File: src/ppid_pkg.sv
// shared constants, types and fixed-point helpers for the positional pid block
// no dependencies; imported by ppid_mul, ppid_div and positional_pid_antiwindup
package ppid_pkg;

    localparam int DATA_WIDTH = 32;
    localparam int FRAC_BITS  = 16;
    localparam int LIM_W      = DATA_WIDTH - 1;
    localparam int MAG_W      = DATA_WIDTH + 1;
    localparam int PROD_W     = 2 * MAG_W;
    localparam int DIV_W      = 2 * DATA_WIDTH;
    localparam int SUM_W      = DATA_WIDTH + 2;
    localparam int MUL_CNT_W  = $clog2(MAG_W + 1);
    localparam int DIV_CNT_W  = $clog2(DIV_W + 1);
    localparam int CFG_IDX_W  = 3;

    typedef logic signed [DATA_WIDTH-1:0] word_t;
    typedef logic signed [MAG_W-1:0]      wide_t;
    typedef logic signed [SUM_W-1:0]      sum_t;
    typedef logic [LIM_W-1:0]             ulim_t;
    typedef logic [MAG_W-1:0]             mag_t;
    typedef logic [PROD_W-1:0]            prod_t;
    typedef logic [DIV_W-1:0]             quot_t;

    localparam logic [CFG_IDX_W-1:0] REG_PROP_GAIN   = CFG_IDX_W'(0);
    localparam logic [CFG_IDX_W-1:0] REG_INTEG_GAIN  = CFG_IDX_W'(1);
    localparam logic [CFG_IDX_W-1:0] REG_DERIV_GAIN  = CFG_IDX_W'(2);
    localparam logic [CFG_IDX_W-1:0] REG_TIME_STEP   = CFG_IDX_W'(3);
    localparam logic [CFG_IDX_W-1:0] REG_DEAD_BAND   = CFG_IDX_W'(4);
    localparam logic [CFG_IDX_W-1:0] REG_INTEG_LIMIT = CFG_IDX_W'(5);
    localparam logic [CFG_IDX_W-1:0] REG_OUT_LIMIT   = CFG_IDX_W'(6);

    localparam ulim_t TIME_STEP_RESET = ulim_t'(1) << FRAC_BITS;
    localparam ulim_t LIMIT_RESET     = '1;
    localparam word_t WORD_MAX        = {1'b0, {(DATA_WIDTH-1){1'b1}}};
    localparam word_t WORD_MIN        = {1'b1, {(DATA_WIDTH-1){1'b0}}};

    // magnitude of a sign-extended value
    function automatic mag_t mag_of(input wide_t v);
        mag_t r;
        r = v[MAG_W-1] ? mag_t'(~v + 1'b1) : mag_t'(v);
        return r;
    endfunction

    // signed result from magnitude and sign, floor toward minus infinity, saturated
    function automatic word_t sat_finish(input prod_t m, input logic neg, input logic bump);
        prod_t m1;
        prod_t pos_max;
        word_t r;
        pos_max = (prod_t'(1) << (DATA_WIDTH - 1)) - prod_t'(1);
        m1 = m + prod_t'(neg & bump);
        if (neg)
        begin
            if (m1 > pos_max + prod_t'(1))
                r = WORD_MIN;
            else
                r = word_t'(~m1[DATA_WIDTH-1:0] + 1'b1);
        end
        else
        begin
            if (m1 > pos_max)
                r = WORD_MAX;
            else
                r = word_t'(m1[DATA_WIDTH-1:0]);
        end
        return r;
    endfunction

    // clamp to plus or minus lim
    function automatic word_t clamp_sym(input sum_t v, input ulim_t lim);
        sum_t hi;
        sum_t lo;
        word_t r;
        hi = $signed({{(SUM_W-LIM_W){1'b0}}, lim});
        lo = -hi;
        if (v > hi)
            r = hi[DATA_WIDTH-1:0];
        else if (v < lo)
            r = lo[DATA_WIDTH-1:0];
        else
            r = v[DATA_WIDTH-1:0];
        return r;
    endfunction

endpackage

File: src/ppid_mul.sv
// bit-serial shift-add multiplier for unsigned magnitudes, one multiplier bit per cycle
// depends on ppid_pkg
module ppid_mul
    import ppid_pkg::*;
(
    input  logic  clk,
    input  logic  rst_n,
    input  logic  start,
    input  mag_t  a,
    input  mag_t  b,
    output logic  done,
    output prod_t prod
);

    logic [MUL_CNT_W-1:0] cnt_reg, cnt_next;
    logic                 run_reg, run_next;
    logic                 done_reg, done_next;
    mag_t                 mcand_reg, mcand_next;
    mag_t                 mplier_reg, mplier_next;
    prod_t                acc_reg, acc_next;
    logic [MAG_W:0]       sum;

    always_comb
    begin
        sum         = {1'b0, acc_reg[PROD_W-1:MAG_W]}
                    + {1'b0, (mplier_reg[0] ? mcand_reg : '0)};
        cnt_next    = cnt_reg;
        run_next    = run_reg;
        done_next   = 1'b0;
        mcand_next  = mcand_reg;
        mplier_next = mplier_reg;
        acc_next    = acc_reg;
        if (start)
        begin
            mcand_next  = a;
            mplier_next = b;
            acc_next    = '0;
            cnt_next    = '0;
            run_next    = 1'b1;
        end
        else if (run_reg)
        begin
            // add into the upper half, then shift the whole product right
            acc_next    = {sum, acc_reg[MAG_W-1:1]};
            mplier_next = mplier_reg >> 1;
            cnt_next    = cnt_reg + 1'b1;
            if (cnt_reg == MUL_CNT_W'(MAG_W - 1))
            begin
                run_next  = 1'b0;
                done_next = 1'b1;
            end
        end
    end

    always_ff @(posedge clk or negedge rst_n)
    begin
        if (!rst_n)
        begin
            cnt_reg  <= '0;
            run_reg  <= 1'b0;
            done_reg <= 1'b0;
        end
        else
        begin
            cnt_reg  <= cnt_next;
            run_reg  <= run_next;
            done_reg <= done_next;
        end
    end

    always_ff @(posedge clk)
    begin
        mcand_reg  <= mcand_next;
        mplier_reg <= mplier_next;
        acc_reg    <= acc_next;
    end

    assign done = done_reg;
    assign prod = acc_reg;

endmodule

File: src/ppid_div.sv
// restoring radix-2 divider, one quotient bit per cycle, divisor must be nonzero
// depends on ppid_pkg
module ppid_div
    import ppid_pkg::*;
(
    input  logic  clk,
    input  logic  rst_n,
    input  logic  start,
    input  quot_t dividend,
    input  ulim_t divisor,
    output logic  done,
    output quot_t quot,
    output logic  rem_nz
);

    logic [DIV_CNT_W-1:0] cnt_reg, cnt_next;
    logic                 run_reg, run_next;
    logic                 done_reg, done_next;
    quot_t                q_reg, q_next;
    ulim_t                rem_reg, rem_next;
    ulim_t                dvs_reg, dvs_next;
    logic [LIM_W:0]       trial;
    logic [LIM_W:0]       trial_sub;
    logic                 ge;

    always_comb
    begin
        trial     = {rem_reg, q_reg[DIV_W-1]};
        trial_sub = trial - {1'b0, dvs_reg};
        ge        = trial >= {1'b0, dvs_reg};
        cnt_next  = cnt_reg;
        run_next  = run_reg;
        done_next = 1'b0;
        q_next    = q_reg;
        rem_next  = rem_reg;
        dvs_next  = dvs_reg;
        if (start)
        begin
            q_next   = dividend;
            rem_next = '0;
            dvs_next = divisor;
            cnt_next = '0;
            run_next = 1'b1;
        end
        else if (run_reg)
        begin
            // dividend bits leave at the top, quotient bits enter at the bottom
            rem_next = ge ? trial_sub[LIM_W-1:0] : trial[LIM_W-1:0];
            q_next   = {q_reg[DIV_W-2:0], ge};
            cnt_next = cnt_reg + 1'b1;
            if (cnt_reg == DIV_CNT_W'(DIV_W - 1))
            begin
                run_next  = 1'b0;
                done_next = 1'b1;
            end
        end
    end

    always_ff @(posedge clk or negedge rst_n)
    begin
        if (!rst_n)
        begin
            cnt_reg  <= '0;
            run_reg  <= 1'b0;
            done_reg <= 1'b0;
        end
        else
        begin
            cnt_reg  <= cnt_next;
            run_reg  <= run_next;
            done_reg <= done_next;
        end
    end

    always_ff @(posedge clk)
    begin
        q_reg   <= q_next;
        rem_reg <= rem_next;
        dvs_reg <= dvs_next;
    end

    assign done   = done_reg;
    assign quot   = q_reg;
    assign rem_nz = |rem_reg;

endmodule

File: src/positional_pid_antiwindup.sv
// positional pid controller with dead band, integral clamp and output clamp
// input stream: one transfer carries setpoint and measured value; output stream:
// one transfer per input carries the drive value and the dead band flag in tuser.
// gains and limits are written through cfg_we / cfg_index / cfg_data; the user must
// write them only while idle, the block itself does not enforce it. when the error
// falls within the dead band, the check state goes straight to the output state.
// the next input is taken only once a result is registered and the state is idle;
// the derivative term's 64-step divider dominates, after a 33-step multiplier pass.
// the three first-stage products run side by side on three bit-serial multipliers;
// the integral scaling by the time step reuses the integral multiplier while the
// division runs.
// the result sits in an output register, so a new input is taken while the
// receiver stalls; if the previous result is still held when the next one is
// ready, the controller waits in its last state until the register frees.
// reset clears previous error and integral, loads time step 1.0, dead band 0,
// limits to all ones and gains to zero.
// depends on ppid_pkg, ppid_mul, ppid_div
module positional_pid_antiwindup
    import ppid_pkg::*;
(
    input  logic                    clk,
    input  logic                    rst_n,
    input  logic                    s_tvalid,
    output logic                    s_tready,
    input  logic [2*DATA_WIDTH-1:0] s_tdata,   // setpoint, measured
    output logic                    m_tvalid,
    input  logic                    m_tready,
    output logic [DATA_WIDTH-1:0]   m_tdata,   // drive
    output logic                    m_tuser,   // in_deadband
    input  logic                    cfg_we,
    input  logic [CFG_IDX_W-1:0]    cfg_index,
    input  logic [DATA_WIDTH-1:0]   cfg_data
);

    localparam logic [3:0] ST_IDLE   = 4'd0;
    localparam logic [3:0] ST_CHECK  = 4'd1;
    localparam logic [3:0] ST_START  = 4'd2;
    localparam logic [3:0] ST_MUL    = 4'd3;
    localparam logic [3:0] ST_START2 = 4'd4;
    localparam logic [3:0] ST_DIV    = 4'd5;
    localparam logic [3:0] ST_INT    = 4'd6;
    localparam logic [3:0] ST_OUT    = 4'd7;

    // configuration
    word_t prop_gain_reg, integ_gain_reg, deriv_gain_reg;
    ulim_t time_step_reg, dead_band_reg, integ_limit_reg, out_limit_reg;

    logic [3:0] state_reg, state_next;
    word_t      prev_reg, prev_next;
    word_t      integ_reg, integ_next;
    word_t      err_reg, err_next;
    word_t      old_reg, old_next;
    wide_t      diff_reg, diff_next;
    logic       dead_reg, dead_next;
    logic       neg_i_reg, neg_i_next;
    logic       neg_p_reg, neg_p_next;
    logic       neg_d_reg, neg_d_next;
    logic       neg_t_reg, neg_t_next;
    word_t      t1_reg, t1_next;
    word_t      p_reg, p_next;
    word_t      t2_reg, t2_next;
    word_t      d_reg, d_next;
    logic       out_valid_reg, out_valid_next;
    word_t      out_data_reg, out_data_next;
    logic       out_flag_reg, out_flag_next;

    word_t               sp;
    word_t               ms;
    logic [DATA_WIDTH:0] in_diff;
    word_t               err_in;
    logic                in_xfer;
    logic                out_free;
    mag_t                err_mag;

    logic  mul_i_start, mul_pd_start;
    mag_t  mul_i_a, mul_i_b;
    logic  mul_i_done, mul_p_done, mul_d_done;
    prod_t prod_i, prod_p, prod_d;
    logic  div_start, div_done, div_rem_nz;
    ulim_t div_dvs;
    quot_t div_quot;

    assign sp       = s_tdata[DATA_WIDTH-1:0];
    assign ms       = s_tdata[2*DATA_WIDTH-1:DATA_WIDTH];
    assign in_diff  = {sp[DATA_WIDTH-1], sp} - {ms[DATA_WIDTH-1], ms};
    assign err_in   = (in_diff[DATA_WIDTH] != in_diff[DATA_WIDTH-1])
                    ? (in_diff[DATA_WIDTH] ? WORD_MIN : WORD_MAX)
                    : word_t'(in_diff[DATA_WIDTH-1:0]);
    assign s_tready = (state_reg == ST_IDLE);
    assign in_xfer  = s_tvalid && s_tready;
    assign out_free = !out_valid_reg || m_tready;
    assign err_mag  = mag_of(wide_t'(err_reg));

    // multiplier operands: first pass ki*err, second pass t1*time_step
    assign mul_pd_start = (state_reg == ST_START);
    assign mul_i_start  = (state_reg == ST_START) || (state_reg == ST_START2);
    assign mul_i_a      = (state_reg == ST_START2) ? mag_of(wide_t'(t1_reg))
                                                   : mag_of(wide_t'(integ_gain_reg));
    assign mul_i_b      = (state_reg == ST_START2) ? mag_t'(time_step_reg) : err_mag;
    assign div_start    = (state_reg == ST_START2);
    assign div_dvs      = (time_step_reg == '0) ? ulim_t'(1) : time_step_reg;

    ppid_mul u_mul_i (
        .clk   (clk),
        .rst_n (rst_n),
        .start (mul_i_start),
        .a     (mul_i_a),
        .b     (mul_i_b),
        .done  (mul_i_done),
        .prod  (prod_i)
    );

    ppid_mul u_mul_p (
        .clk   (clk),
        .rst_n (rst_n),
        .start (mul_pd_start),
        .a     (mag_of(wide_t'(prop_gain_reg))),
        .b     (err_mag),
        .done  (mul_p_done),
        .prod  (prod_p)
    );

    ppid_mul u_mul_d (
        .clk   (clk),
        .rst_n (rst_n),
        .start (mul_pd_start),
        .a     (mag_of(wide_t'(deriv_gain_reg))),
        .b     (mag_of(diff_reg)),
        .done  (mul_d_done),
        .prod  (prod_d)
    );

    ppid_div u_div (
        .clk      (clk),
        .rst_n    (rst_n),
        .start    (div_start),
        .dividend (prod_d[DIV_W-1:0]),
        .divisor  (div_dvs),
        .done     (div_done),
        .quot     (div_quot),
        .rem_nz   (div_rem_nz)
    );

    always_comb
    begin
        state_next     = state_reg;
        prev_next      = prev_reg;
        integ_next     = integ_reg;
        err_next       = err_reg;
        old_next       = old_reg;
        diff_next      = diff_reg;
        dead_next      = dead_reg;
        neg_i_next     = neg_i_reg;
        neg_p_next     = neg_p_reg;
        neg_d_next     = neg_d_reg;
        neg_t_next     = neg_t_reg;
        t1_next        = t1_reg;
        p_next         = p_reg;
        t2_next        = t2_reg;
        d_next         = d_reg;
        out_valid_next = out_valid_reg;
        out_data_next  = out_data_reg;
        out_flag_next  = out_flag_reg;

        if (out_valid_reg && m_tready)
            out_valid_next = 1'b0;

        case (state_reg)
            ST_IDLE:
            begin
                if (in_xfer)
                begin
                    err_next   = err_in;
                    old_next   = prev_reg;
                    prev_next  = err_in;
                    state_next = ST_CHECK;
                end
            end
            ST_CHECK:
            begin
                dead_next  = err_mag <= mag_t'(dead_band_reg);
                diff_next  = wide_t'(err_reg) - wide_t'(old_reg);
                neg_i_next = integ_gain_reg[DATA_WIDTH-1] ^ err_reg[DATA_WIDTH-1];
                neg_p_next = prop_gain_reg[DATA_WIDTH-1] ^ err_reg[DATA_WIDTH-1];
                state_next = (err_mag <= mag_t'(dead_band_reg)) ? ST_OUT : ST_START;
            end
            ST_START:
            begin
                neg_d_next = deriv_gain_reg[DATA_WIDTH-1] ^ diff_reg[MAG_W-1];
                state_next = ST_MUL;
            end
            ST_MUL:
            begin
                // the three multipliers run in lockstep
                if (mul_i_done && mul_p_done && mul_d_done)
                begin
                    t1_next    = sat_finish(prod_i >> FRAC_BITS, neg_i_reg,
                                            |prod_i[FRAC_BITS-1:0]);
                    p_next     = sat_finish(prod_p >> FRAC_BITS, neg_p_reg,
                                            |prod_p[FRAC_BITS-1:0]);
                    state_next = ST_START2;
                end
            end
            ST_START2:
            begin
                neg_t_next = t1_reg[DATA_WIDTH-1];
                state_next = ST_DIV;
            end
            ST_DIV:
            begin
                // the time step product finishes well before the quotient
                if (div_done)
                begin
                    t2_next    = sat_finish(prod_i >> FRAC_BITS, neg_t_reg,
                                            |prod_i[FRAC_BITS-1:0]);
                    d_next     = sat_finish(prod_t'(div_quot), neg_d_reg, div_rem_nz);
                    state_next = ST_INT;
                end
            end
            ST_INT:
            begin
                integ_next = clamp_sym(sum_t'(integ_reg) + sum_t'(t2_reg), integ_limit_reg);
                state_next = ST_OUT;
            end
            ST_OUT:
            begin
                if (out_free)
                begin
                    out_valid_next = 1'b1;
                    out_flag_next  = dead_reg;
                    out_data_next  = dead_reg ? word_t'(0)
                                   : clamp_sym(sum_t'(p_reg) + sum_t'(integ_reg)
                                               + sum_t'(d_reg), out_limit_reg);
                    state_next     = ST_IDLE;
                end
            end
            default:
            begin
                state_next = ST_IDLE;
            end
        endcase
    end

    always_ff @(posedge clk or negedge rst_n)
    begin
        if (!rst_n)
        begin
            state_reg       <= ST_IDLE;
            prev_reg        <= '0;
            integ_reg       <= '0;
            out_valid_reg   <= 1'b0;
            prop_gain_reg   <= '0;
            integ_gain_reg  <= '0;
            deriv_gain_reg  <= '0;
            time_step_reg   <= TIME_STEP_RESET;
            dead_band_reg   <= '0;
            integ_limit_reg <= LIMIT_RESET;
            out_limit_reg   <= LIMIT_RESET;
        end
        else
        begin
            state_reg     <= state_next;
            prev_reg      <= prev_next;
            integ_reg     <= integ_next;
            out_valid_reg <= out_valid_next;
            if (cfg_we)
            begin
                case (cfg_index)
                    REG_PROP_GAIN:   prop_gain_reg   <= word_t'(cfg_data);
                    REG_INTEG_GAIN:  integ_gain_reg  <= word_t'(cfg_data);
                    REG_DERIV_GAIN:  deriv_gain_reg  <= word_t'(cfg_data);
                    REG_TIME_STEP:   time_step_reg   <= cfg_data[LIM_W-1:0];
                    REG_DEAD_BAND:   dead_band_reg   <= cfg_data[LIM_W-1:0];
                    REG_INTEG_LIMIT: integ_limit_reg <= cfg_data[LIM_W-1:0];
                    REG_OUT_LIMIT:   out_limit_reg   <= cfg_data[LIM_W-1:0];
                    default:
                    begin
                    end
                endcase
            end
        end
    end

    always_ff @(posedge clk)
    begin
        err_reg      <= err_next;
        old_reg      <= old_next;
        diff_reg     <= diff_next;
        dead_reg     <= dead_next;
        neg_i_reg    <= neg_i_next;
        neg_p_reg    <= neg_p_next;
        neg_d_reg    <= neg_d_next;
        neg_t_reg    <= neg_t_next;
        t1_reg       <= t1_next;
        p_reg        <= p_next;
        t2_reg       <= t2_next;
        d_reg        <= d_next;
        out_data_reg <= out_data_next;
        out_flag_reg <= out_flag_next;
    end

    assign m_tvalid = out_valid_reg;
    assign m_tdata  = out_data_reg;
    assign m_tuser  = out_flag_reg;

endmodule

File: config.mk
export PLATFORM = sky130hd
export DESIGN_NAME = positional_pid_antiwindup
export DESIGN_NICKNAME = d
export VERILOG_FILES = /design/src/ppid_pkg.sv /design/src/ppid_mul.sv /design/src/ppid_div.sv /design/src/positional_pid_antiwindup.sv
export SDC_FILE = /design/constraint.sdc
export NUM_CORES = 2
export LEC_CHECK = 0
export BUFFER_PORTS_ARGS = -buffer_cell sky130_fd_sc_hd__buf_4
export CAP_MARGIN = 30
export CORE_AREA = 3 3 390 392
export DETAILED_ROUTE_END_ITERATION = 10
export DIE_AREA = 0 0 393 395
export GPL_TIMING_DRIVEN = 1
export PLACE_DENSITY_LB_ADDON = 0.25
export SLEW_MARGIN = 15
export SYNTH_ARGS = -nofsm -noshare
export SYNTH_HDL_FRONTEND = slang
export SYNTH_SLANG_ARGS = --single-unit
File: constraint.sdc
create_clock -name clk -period 14.49 [get_ports clk]
set_input_delay 1.449 -clock clk [delete_from_list [all_inputs] [get_ports clk]]
set_output_delay 1.449 -clock clk [all_outputs]
set_load 0.02 [all_outputs]
==> report_table.html <==
<table>
<tr><th>Metric</th><th>Value</th></tr>
<tr><th colspan="2">Die</th></tr>
<tr><td>Die area</td><td>0.155 mm²</td></tr>
<tr><td>I/O pin total</td><td>139</td></tr>
<tr><td>Number of core rows</td><td>142</td></tr>
<tr><td>Height of the die</td><td>395 µm</td></tr>
<tr><td>Initial Utilization</td><td>49.8%</td></tr>
<tr><td>CORE AREA</td><td>0.149 mm²</td></tr>
<tr><td>X dimension of the die</td><td>393 µm</td></tr>
<tr><th colspan="2">Clocking</th></tr>
<tr><td>Post-CTS setup-driven buffer insertion count</td><td>0</td></tr>
<tr><td>Number of hold-repair buffers added at the cts stage</td><td>0</td></tr>
<tr><td>Bufs on Longest Clock Path</td><td>3</td></tr>
<tr><td>Total CTS buffers</td><td>131</td></tr>
<tr><td>Clock tree from TritonCTS</td><td>done</td></tr>
<tr><td>Clock Pin Slew Worst Setup and Hold Paths</td><td>0.06 ns</td></tr>
<tr><td>Clock network latency to the later pin of the worst-skew pair</td><td>0.79 ns</td></tr>
<tr><td>Root Buffer</td><td>clkbuf_16</td></tr>
<tr><td>Clock net sink count</td><td>~1100</td></tr>
<tr><td>Number of resized instances in the post-cts repair step</td><td>0</td></tr>
<tr><td>H-tree Lvls</td><td>4</td></tr>
<tr><th colspan="2">Synthesis</th></tr>
<tr><td>Compound-gate portion of the synthesized area</td><td>15.8%</td></tr>
<tr><td>Share of the synthesized netlist area taken by xor and xnor gates</td><td>approximately 7.6%</td></tr>
<tr><td>Post-Synthesis Cell Area</td><td>between 0.07 and 0.08 mm²</td></tr>
<tr><td>Main area contributors after synthesis</td><td>edfxtp_1 (22%), dfrtp_1 (8.7%), ha_1 (7.5%), dfxtp_1 (6.2%), xnor2_1 (5.0%)</td></tr>
<tr><td>Flops &amp; latches, synth</td><td>1106</td></tr>
<tr><td>Post-synth cell types</td><td>approximately 120</td></tr>
<tr><td>Average footprint of a synthesized cell</td><td>~9.4 µm²</td></tr>
<tr><td>Fraction of synthesized area in multiplexers</td><td>5.86%</td></tr>
<tr><td>Primary flip-flop cell chosen by synthesis mapping</td><td>edfxtp_1</td></tr>
<tr><td>EDFF count, synth</td><td>about 560</td></tr>
<tr><td>Portion of the post-synthesis area used by sequential elements</td><td>39.6%</td></tr>
<tr><td>Largest family of logic cells by synthesized area</td><td>simple AND/OR/NAND/NOR gates</td></tr>
<tr><td>Share of flip-flops with an asynchronous set or reset after synthesis</td><td>approximately 29%</td></tr>
<tr><td>Synth top area share</td><td>22.5%</td></tr>
<tr><td>Yosys warnings</td><td>0</td></tr>
<tr><td>Synthesized netlist cell count</td><td>7909</td></tr>
<tr><td>Simple-gate area share of the yosys netlist</td><td>18.4%</td></tr>
<tr><td>Post-Synth Adder-Cell Area</td><td>8.62%</td></tr>
<tr><td>Top cell type by total area after synthesis</td><td>edfxtp_1</td></tr>
<tr><th colspan="2">Timing</th></tr>
<tr><td>Total Neg Setup Slack</td><td>0 ns</td></tr>
<tr><td>Share of the clock period used by the worst path</td><td>48.4%</td></tr>
<tr><td>Worst-margin pin slew</td><td>approximately 0.96 ns</td></tr>
<tr><td>Minimum clock period after layout</td><td>around 7 ns</td></tr>
<tr><td>Final count of hold timing violations</td><td>0</td></tr>
<tr><td>Relative slew slack</td><td>between 30% and 40%</td></tr>
<tr><td>Final worst setup slack</td><td>7.48 ns</td></tr>
<tr><td>Max-slew violation total from the final report</td><td>0</td></tr>
<tr><td>Total setup violations reported at the end of the flow</td><td>0</td></tr>
<tr><td>Maximum clock rate</td><td>143 MHz</td></tr>
<tr><td>Max Clock Skew</td><td>0.0310 ns</td></tr>
<tr><td>Setup repair after global routing missed its margin</td><td>false</td></tr>
<tr><th colspan="2">Placed design</th></tr>
<tr><td>Detailed-placement wirelength estimate</td><td>~160000 µm</td></tr>
<tr><td>Final weighted congestion in routability-driven placement</td><td>approximately 0.95</td></tr>
<tr><td>Placed instance count</td><td>9689</td></tr>
<tr><td>Input/output buffers</td><td>138</td></tr>
<tr><td>Pre-CTS WS</td><td>approximately 7.6 ns</td></tr>
<tr><th colspan="2">Worst setup path</th></tr>
<tr><td>CP Data Required Time</td><td>14.98 ns</td></tr>
<tr><td>Critical path fanouts, max</td><td>30</td></tr>
<tr><td>Delay of the slowest cell on the worst path</td><td>0.60 ns</td></tr>
<tr><td>Sequence of cells on the critical path</td><td>fa_1, ha_1, fa_1, a211oi_1, o21ai_0, nand3_1, a31oi_1, or2_2, a21oi_1, xnor2_1, ha_1, nand4_1, nor4_1, o41ai_1, a31o_2, a2bb2oi_1, o21ai_0, a41oi_1, a311o_1, nand2_1, buf_4, mux2i_1, o32ai_1</td></tr>
<tr><td>Data arrival time of the worst path</td><td>7.50 ns</td></tr>
<tr><td>Dominant delay contributor by cell family on the critical path</td><td>compound AO/OA/AOI/OAI gates</td></tr>
<tr><td>Worst path bufs/invs</td><td>1</td></tr>
<tr><td>Nature of the critical path endpoint</td><td>flip-flop</td></tr>
<tr><td>Kind of launch point of the worst setup path</td><td>flip-flop</td></tr>
<tr><td>Critical path start-end classification</td><td>reg -&gt; reg</td></tr>
<tr><td>Critical-path top delay cell</td><td>a311o_1</td></tr>
<tr><th colspan="2">Global routing</th></tr>
<tr><td>First-pass GRT wire length</td><td>330000 µm</td></tr>
<tr><td>Maximum number of pins on one net before global-route repair</td><td>roughly 120</td></tr>
<tr><td>Overflow left after global routing</td><td>0</td></tr>
<tr><td>Vias in the first global route</td><td>56600</td></tr>
<tr><td>Initial antenna violation count</td><td>26</td></tr>
<tr><td>Tot GR Track Use</td><td>27.0%</td></tr>
<tr><th colspan="2">Final layout</th></tr>
<tr><td>Multi-input logic area</td><td>0.0420 mm²</td></tr>
<tr><td>Post-Route Utilization</td><td>54.8%</td></tr>
<tr><td>Fill cell count</td><td>approximately 13000</td></tr>
<tr><td>Reg area</td><td>0.0294 mm²</td></tr>
<tr><td>NumNets Final</td><td>~8500</td></tr>
<tr><td>Layout overhead on the synthesized area</td><td>10.1%</td></tr>
<tr><td>Post-layout instance count excluding filler cells</td><td>9976</td></tr>
<tr><td>Fraction of layout instances using a drive strength above 1</td><td>10.4%</td></tr>
<tr><th colspan="2">Route</th></tr>
<tr><td>Number of nets with antenna violations after detailed routing</td><td>0</td></tr>
<tr><td>DR vias</td><td>60400</td></tr>
<tr><td>DRC violation count after routing</td><td>0</td></tr>
<tr><td>Total wire length</td><td>214000 µm</td></tr>
<tr><td>Starting DRT DRC Count</td><td>5698</td></tr>
<tr><td>Drt wl/cell</td><td>between 20 and 25 µm</td></tr>
<tr><td>Average vias per placed instance</td><td>6.06</td></tr>
<tr><td>Pre-Repair DR Iteration Count</td><td>6</td></tr>
<tr><th colspan="2">Pwr</th></tr>
<tr><td>Switching power summed over all nets</td><td>0.00768 W</td></tr>
<tr><td>Sequential group share of total power</td><td>31.6%</td></tr>
<tr><td>Leakage power</td><td>approximately 35 nW</td></tr>
<tr><td>Clock power frac</td><td>19.2%</td></tr>
<tr><td>Cell-internal power</td><td>about 0.010 W</td></tr>
<tr><td>Cell Pwr Density</td><td>219 mW/mm²</td></tr>
<tr><td>Combinational fraction of design power</td><td>49.2%</td></tr>
<tr><td>Final total power</td><td>0.0179 W</td></tr>
<tr><td>Maximum ir drop on the vdd rail</td><td>about 0.00013 V</td></tr>
<tr><td>Switching portion of total power</td><td>42.9%</td></tr>
<tr><th colspan="2">Worst hold path</th></tr>
<tr><td>Min-Delay Path Class</td><td>reg -&gt; reg</td></tr>
<tr><th colspan="2">Run</th></tr>
<tr><td>Number of maximum-capacitance violations</td><td>0</td></tr>
<tr><th colspan="2">Run status</th></tr>
<tr><td>Status</td><td>finished clean</td></tr>
</table>
==> layout make-up <==
type	instances	area share, %
antenna	30	0.0918
clock buffer	179	4.48
clock inverter	64	1.03
inverter	350	1.62
multi-input combinational	6071	51.4
sequential	1106	36.0
tap	1944	2.98
timing repair buffer	232	2.44
==> layer usage <==
| layer | routed length [µm] | share of wire [%] | global-route usage (%) | vias up |
|---|---|---|---|---|
| met2 | 96800 | 45 | 42.2 | 2168 |
| met1 | 94700 | 44 | 38.1 | 29100 |
| met5 | 0 | 0 | 0 | - |
| met3 | 15700 | 7.3 | 3.85 | 354 |
| li1 | - | - | - | 28800 |
| met4 | 7320 | 3.4 | 9.88 | 0 |
==> power groups by stage <==
stage,Combinational (W),Clock [W],Sequential (W)
floorplan,0.00674,0,0.00520
global placement,0.00841,0,0.00568
detailed placement,0.00861,0,0.00569
CTS,0.00868,0.00350,0.00564
global route,0.00979,0.00363,0.00578
finish,0.00879,0.00344,0.00566
==> cell usage in the layout (no fill, tap or decap), types with 212 or more instances in the layout <==
master / n
edfxtp_1: 556
o21ai_0: 519
nand2_1: 793
ha_1: 447
nand3_1: 214
a21oi_1: 375
nor2_1: 585
mux2i_1: 212
dfrtp_1: 255
a21o_1: 220
inv_1: 344
xor2_1: 224
xnor2_1: 421
dfxtp_1: 229
==> stage by stage <==
step	hold slack, ns	cell area, µm²
after floorplan	0.421	74300
after global placement	0.428	76700
after detailed placement	0.430	76900
after CTS	0.445	81400
after global routing	0.453	81700
final	0.445	81700
==> cells in the mapped netlist, drive strengths merged (106+ instances only) <==
master  count
nor3      189
mux2      198
nor4      106
a21o      220
dfxtp     229
nand4     143
nand2     797
ha        447
nand3     218
xor2      224
edfxtp    556
clkbuf    290
mux2i     212
o21ai     524
inv       348
and2      178
xnor2     421
dfrtp     258
nor2      594
a21oi     375
==> logic make-up (layout without fill, tap and decap cells) <==
family                     Yosys count  count (layout)
and+or+nand+nor                   2742            2742
AOI/OAI and AO/OA                 1781            1781
DFF                               1106            1106
buffers and inverters              736             825
xor gates and xnor gates           645             645
adders and majority gates          488             488
muxes                              410             410
other                                1              35
==> final timing paths <==
kind / end / depth (start not counted) / startpoint / slack (ns)
min: old_reg[17]$_DFFE_PP_ / 0 / prev_reg[17]$_DFFE_PN0P_ / 0.44
max: m_tdata[25]$_SDFFCE_PP0P_ / 23 / integ_reg[1]$_DFFE_PN0N_ / 7.48
max reg2reg: m_tdata[25]$_SDFFCE_PP0P_ / 23 / integ_reg[1]$_DFFE_PN0N_ / 7.48
min in group asynchronous: prop_gain_reg[30]$_DFFE_PN0P_ / 1 / rst_n / 0.65
min reg2reg: old_reg[17]$_DFFE_PP_ / 0 / prev_reg[17]$_DFFE_PN0P_ / 0.44
max in group asynchronous: prev_reg[16]$_DFFE_PN0P_ / 2 / rst_n / 12.42
No activity file was read; power rests on OpenSTA's default activity.
